--- config.mk ---
export PLATFORM = sky130hd
export DESIGN_NAME = rpoc_ctrl
export DESIGN_NICKNAME = d
export VERILOG_FILES = /design/src/rpoc_pkg.sv /design/src/rpoc_ctrl.sv
export SDC_FILE = /design/constraint.sdc
export NUM_CORES = 1
export LEC_CHECK = 0
export BUFFER_PORTS_ARGS = -buffer_cell sky130_fd_sc_hd__buf_2
export CAP_MARGIN = 20
export CORE_AREA = 3 3 40 42
export CTS_CLUSTER_SIZE = 20
export DETAILED_ROUTE_END_ITERATION = 10
export DIE_AREA = 0 0 43 45
export GPL_TIMING_DRIVEN = 0
export PLACE_DENSITY = 0.51
export SLEW_MARGIN = 20
export SYNTH_ARGS = -nofsm -noshare
export SYNTH_HDL_FRONTEND = slang
export SYNTH_SLANG_ARGS = --single-unit
--- constraint.sdc ---
create_clock -name clk -period 2.2 [get_ports clk]
set_input_delay 0.11 -clock clk [delete_from_list [all_inputs] [get_ports clk]]
set_output_delay 0.11 -clock clk [all_outputs]
set_load 0.05 [all_outputs]
--- src/rpoc_pkg.sv ---
// Package for the run-length pattern occurrence counter.
// Holds field widths, operation codes and the controller/datapath interface structs.
// Depends on nothing.
package rpoc_pkg;

  localparam int LEN_W = 20;
  localparam int SYM_W = 8;
  localparam int OCC_W = 64;

  localparam logic [1:0] OP_PATTERN = 2'd0;
  localparam logic [1:0] OP_TEXT    = 2'd1;
  localparam logic [1:0] OP_END     = 2'd2;

  typedef struct packed {
    logic accept;
    logic close;
    logic scan;
    logic drain;
    logic emit;
  } rpoc_cmd_t;

  typedef struct packed {
    logic acc_close;
    logic acc_end;
    logic scan_needed;
    logic scan_last;
    logic out_free;
  } rpoc_sts_t;

endpackage

--- src/rpoc_ctrl.sv ---
// Controller state machine of the run-length pattern occurrence counter.
// Depends on rpoc_pkg for the command and status structs.
module rpoc_ctrl
  import rpoc_pkg::*;
(
  input  logic      clk,
  input  logic      rst,
  input  logic      item_valid,
  output logic      item_ready,
  input  rpoc_sts_t sts,
  output rpoc_cmd_t cmd
);

  typedef enum logic [4:0] {
    S_IDLE  = 5'b00001,
    S_CLOSE = 5'b00010,
    S_SCAN  = 5'b00100,
    S_DRAIN = 5'b01000,
    S_EMIT  = 5'b10000
  } state_t;

  state_t state, state_next;
  logic end_pending, end_pending_next;

  assign item_ready = (state == S_IDLE);

  always_comb begin
    cmd = '0;
    cmd.accept = item_valid && (state == S_IDLE);
    cmd.close  = (state == S_CLOSE);
    cmd.scan   = (state == S_SCAN);
    cmd.drain  = (state == S_DRAIN);
    cmd.emit   = (state == S_EMIT) && sts.out_free;
  end

  always_comb begin
    state_next = state;
    end_pending_next = end_pending;
    case (state)
      S_IDLE: begin
        if (item_valid) begin
          end_pending_next = sts.acc_end;
          if (sts.acc_close) begin
            state_next = S_CLOSE;
          end else if (sts.acc_end) begin
            state_next = S_EMIT;
          end
        end
      end
      S_CLOSE: begin
        if (sts.scan_needed) begin
          state_next = S_SCAN;
        end else if (end_pending) begin
          state_next = S_EMIT;
        end else begin
          state_next = S_IDLE;
        end
      end
      S_SCAN: begin
        if (sts.scan_last) begin
          state_next = S_DRAIN;
        end
      end
      S_DRAIN: begin
        state_next = end_pending ? S_EMIT : S_IDLE;
      end
      S_EMIT: begin
        if (sts.out_free) begin
          state_next = S_IDLE;
          end_pending_next = 1'b0;
        end
      end
      default: begin
        state_next = S_IDLE;
        end_pending_next = 1'b0;
      end
    endcase
  end

  always_ff @(posedge clk) begin
    if (rst) begin
      state <= S_IDLE;
      end_pending <= 1'b0;
    end else begin
      state <= state_next;
      end_pending <= end_pending_next;
    end
  end

endmodule

==> tab_implementation.tex <==
\begin{tabular}{lr}
\hline
Metric & Value \\
\hline
\multicolumn{2}{l}{\textbf{STA}} \\
\quad RSZ-0062 raised after global routing & false \\
\quad Portion of the clock cycle consumed by the worst path in the final layout & 72.8\% \\
\quad Final setup violating endpoints & 0 \\
\quad Hold Slack & 0.0889 ns \\
\quad Worst max-slew margin expressed relative to the limit & 76.3\% \\
\quad Achievable frequency & 624 MHz \\
\quad Number of endpoints with negative hold slack in the final report & 0 \\
\quad Clock period minus worst slack & 1.60 ns \\
\quad Worst Skew & 0.000931 ns \\
\quad Setup TNS after final layout & 0 ns \\
\quad Number of max-slew violations in the final report & 0 \\
\quad Worst slew pin tran & 0.355 ns \\
\multicolumn{2}{l}{\textbf{Clocking}} \\
\quad Worst-path clk slew & 0.04 ns \\
\quad Clock buffers created by TritonCTS & 3 \\
\quad Post-CTS setup repair buffer count & 0 \\
\quad CTS tree & built \\
\quad Clk root buf & sky130\_fd\_sc\_hd\_\_clkbuf\_4 \\
\quad H-Tree Level Count & 1 \\
\quad PostCTS Resize Cnt & 0 \\
\quad Maximum count of clock buffers along a single path & 2 \\
\quad Hold buffer count at CTS & 0 \\
\quad Later-pin clock latency in the skew report & 0.24 ns \\
\quad Clock net sink count & 6 \\
\multicolumn{2}{l}{\textbf{Synthesis}} \\
\quad Most used DFF post-synth & sky130\_fd\_sc\_hd\_\_dfxtp\_1 \\
\quad FFs w/ async S/R, synth & 0\% \\
\quad Synth area leader & sky130\_fd\_sc\_hd\_\_dfxtp\_1 \\
\quad Largest cells by area after synthesis & sky130\_fd\_sc\_hd\_\_dfxtp\_1, sky130\_fd\_sc\_hd\_\_nor4\_4, sky130\_fd\_sc\_hd\_\_nand3\_1 \\
\quad Dominant cell by count in the synthesized netlist & sky130\_fd\_sc\_hd\_\_dfxtp\_1 \\
\quad Average size of a mapped cell & 8.27 µm² \\
\quad Fraction of synthesized cell area taken by the top area cell type & 28.5\% \\
\quad Leading cell types by count after synthesis & sky130\_fd\_sc\_hd\_\_dfxtp\_1, sky130\_fd\_sc\_hd\_\_nor2\_1, sky130\_fd\_sc\_hd\_\_nand3\_1, sky130\_fd\_sc\_hd\_\_o21ai\_0 \\
\quad Number of nets produced by synthesis & 59 \\
\quad Count of distinct cell types in the synthesized netlist & 28 \\
\quad Mapped Cells & 51 \\
\quad Count of flip-flops with a built-in enable after synthesis & 0 \\
\quad Total of flip-flops plus latches after synthesis & 6 \\
\quad Number of synthesis warnings & 0 \\
\quad Register area share after synthesis & 28.5\% \\
\quad Cell area after technology mapping & 422 µm² \\
\multicolumn{2}{l}{\textbf{Placement}} \\
\quad Placement Cell Area & 512 µm² \\
\quad Placer Congestion & 0.782 \\
\quad Detailed placer's ending HPWL & 818 µm \\
\quad Port Buf Inserts & 13 \\
\multicolumn{2}{l}{\textbf{Worst setup path}} \\
\quad Class of the most critical setup path & register to output pin \\
\quad Reg2Reg Depth & 6 \\
\quad Worst setup EP type & output pin \\
\quad Required time of the critical path & 2.09 ns \\
\quad Chain of cells forming the critical path & buf\_6, nor4\_4, nand2\_2, inv\_1, buf\_2 \\
\quad Critical path launch point & state[2] \\
\quad Setup slack of the worst register-to-register path & 0.78 ns \\
\quad Highest cell delay on the worst timing path & 0.33 ns \\
\quad CP delay by family, top & buffers and inverters \\
\quad Worst-path maximum fanout & 9 \\
\quad Beginning of the worst register-to-register path & state[2] \\
\quad Critical register-to-register path endpoint & state[3] \\
\quad Count of buffering cells on the critical path with inverters included & 3 \\
\quad Category of the worst setup path launch point & register \\
\quad Max stage delay cell, worst path & sky130\_fd\_sc\_hd\_\_nor4\_4 \\
\quad Critical Path AT & 1.49 ns \\
\multicolumn{2}{l}{\textbf{Routing}} \\
\quad Avg Vias per Cell & 5.20 \\
\quad Final routed DRC violation total & 0 \\
\quad Uppermost metal layer occupied by signal nets & met3 \\
\quad Routed met1 length & 490 µm \\
\quad Wire length per cell after detailed routing & 12.5 µm \\
\quad Post-route antenna net violation count & 0 \\
\quad Number of DRC markers in iteration 0 & 5 \\
\quad Number of iterations in the first detailed-routing pass & 4 \\
\quad DR WL met3 & 43 µm \\
\quad Routed wire length & 1020 µm \\
\quad Total length of routed met2 wires & 489 µm \\
\quad Detailed-route via count & 426 \\
\multicolumn{2}{l}{\textbf{Power and ir drop}} \\
\quad LEAKAGE & 0.245 nW \\
\quad Final Power & 0.704 mW \\
\quad Pwr per Cell Area & 1320 nW/µm² \\
\quad Worst supply voltage drop on vdd & 0.000540 V \\
\multicolumn{2}{l}{\textbf{Global route}} \\
\quad Via count of the first global-routing pass & 399 \\
\quad Wire length of the first global-routing pass & 1710 µm \\
\quad Initial antenna violation count & 0 \\
\quad All-layer global routing usage & 12.2\% \\
\quad Remaining global-route overflow & 0 \\
\quad Maximum number of pins on one net before global-route repair & 10 \\
\multicolumn{2}{l}{\textbf{Min path}} \\
\quad Worst hold path stage count & 2 \\
\quad Hold-critical path endpoint & state[4] \\
\quad Hold Crit Start & rst \\
\quad Worst Hold Class & input port to register \\
\multicolumn{2}{l}{\textbf{Finish}} \\
\quad Antenna cell count & 0 \\
\quad Area growth, synth to finish & 26.7\% \\
\quad Layout Cell Area excl Fill & 534 µm² \\
\quad Final-stage net count & 77 \\
\quad Filler cell count in the final layout & 147 \\
\quad Total area of sequential cells & 120 µm² \\
\quad Total area of multi-input combinational cells & 284 µm² \\
\quad Share of post-route cells with drive strength above 1 & 38.8\% \\
\multicolumn{2}{l}{\textbf{Floorplanning}} \\
\quad Ports placed on the boundary & 14 \\
\quad Chip height & 45 µm \\
\quad Initial standard-cell utilization of the core & 32.8\% \\
\quad Cell row count & 13 \\
\quad Core ar. & 1280 µm² \\
\quad Die area & 1940 µm² \\
\quad X dimension of the die & 43 µm \\
\multicolumn{2}{l}{\textbf{Run status}} \\
\quad Run status & finished, final reports clean \\
\multicolumn{2}{l}{\textbf{Flow run}} \\
\quad MaxCap Viol Count & 0 \\
\hline
\end{tabular}
## per-stage QoR
stage / util, % / setup slack, ns / cells
after CTS: 41.6 / 0.569 / 82
after detailed placement: 39.8 / 0.768 / 79
after global placement: 39.8 / 0.747 / 79
after floorplan: - / 0.110 / 51
after global routing: 41.6 / 0.506 / 82
final: 41.6 / 0.597 / 82
## final cells by class
type / instances / share of cell area (%)
plain buffers: 2 / 3.04
clock buffers: 3 / 4.22
inverters: 2 / 1.41
multi-input cells: 41 / 53.2
flip-flops and latches: 6 / 22.5
well taps: 15 / 3.51
repair buffers: 13 / 12.2
## logic make-up (layout without fill, tap and decap cells)
family                 after synthesis  in the layout  share of synthesized area, %
flip-flops                           6              6                          28.5
AO/OA/AOI/OAI                       14             14                          23.7
AND/OR/NAND/NOR                     26             26                          40.1
XOR/XNOR                             1              1                          2.08
buffers and inverters                4             20                          5.64
## state kept, by name, indices dropped and copies added, names as in the netlist
| name | count |
|---|---|
| end_pending | 1 |
| state | 5 |
## power by group
group	internal, mW	switching, mW
logic	0.144	0.293
clock network	0.0615	0.0369
registers	0.139	0.0303
total	0.344	0.360
## worst reg2reg max path: stages (launching register included)
cell and delay [ns]:
sky130_fd_sc_hd__dfxtp_1 0.30, sky130_fd_sc_hd__buf_6 0.13, sky130_fd_sc_hd__nor4_4 0.33, sky130_fd_sc_hd__nand2_2 0.12, sky130_fd_sc_hd__inv_1 0.10, sky130_fd_sc_hd__a21oi_1 0.11
sky130_fd_sc_hd__and4_1 0.22
## metal layers
| layer | track usage (%) | up-vias |
|---|---|---|
| met1 | 15.6 | 194 |
| met2 | 18.9 | 7 |
| li1 | - | 225 |
| met5 | 0 | - |
| met3 | 6.37 | 0 |
| met4 | 1.81 | 0 |
## how the worst max path moves through the flow
stage,endpoint,cells past startpoint
after floorplan,cmd[1],2
after global placement,state[3],5
after detailed placement,state[3],6
after CTS,item_ready,5
after global routing,item_ready,4
final,item_ready,5
## layout by cell type, fill, tap and decap left out
cell / synthesis / layout
sky130_fd_sc_hd__buf_2: 0 / 13
sky130_fd_sc_hd__dfxtp_1: 6 / 6
sky130_fd_sc_hd__nor2_1: 5 / 5
sky130_fd_sc_hd__o21ai_0: 4 / 4
sky130_fd_sc_hd__nand3_1: 4 / 4
sky130_fd_sc_hd__clkbuf_4: 0 / 3
sky130_fd_sc_hd__nand2b_1: 2 / 2
sky130_fd_sc_hd__and3_2: 2 / 2
sky130_fd_sc_hd__inv_1: 2 / 2
sky130_fd_sc_hd__and4_1: 2 / 2
sky130_fd_sc_hd__a21oi_1: 2 / 2
sky130_fd_sc_hd__nand2_1: 2 / 2
sky130_fd_sc_hd__o21a_1: 2 / 2
sky130_fd_sc_hd__buf_6: 1 / 1
sky130_fd_sc_hd__clkbuf_2: 1 / 1
sky130_fd_sc_hd__nor4_1: 2 / 1
sky130_fd_sc_hd__nor4_4: 1 / 1
sky130_fd_sc_hd__nand2_2: 1 / 1
sky130_fd_sc_hd__nor4_2: 0 / 1
sky130_fd_sc_hd__and2b_2: 1 / 1
sky130_fd_sc_hd__nand4b_1: 1 / 1
sky130_fd_sc_hd__nor4b_1: 1 / 1
sky130_fd_sc_hd__nor3_1: 1 / 1
sky130_fd_sc_hd__xor2_1: 1 / 1
sky130_fd_sc_hd__o211ai_1: 1 / 1
sky130_fd_sc_hd__a32oi_1: 1 / 1
sky130_fd_sc_hd__a31oi_1: 1 / 1
sky130_fd_sc_hd__o21ba_2: 1 / 1
sky130_fd_sc_hd__a211oi_2: 1 / 1
sky130_fd_sc_hd__and2_1: 1 / 1
sky130_fd_sc_hd__o211a_1: 1 / 1
Power figures use the tool's default switching activity.
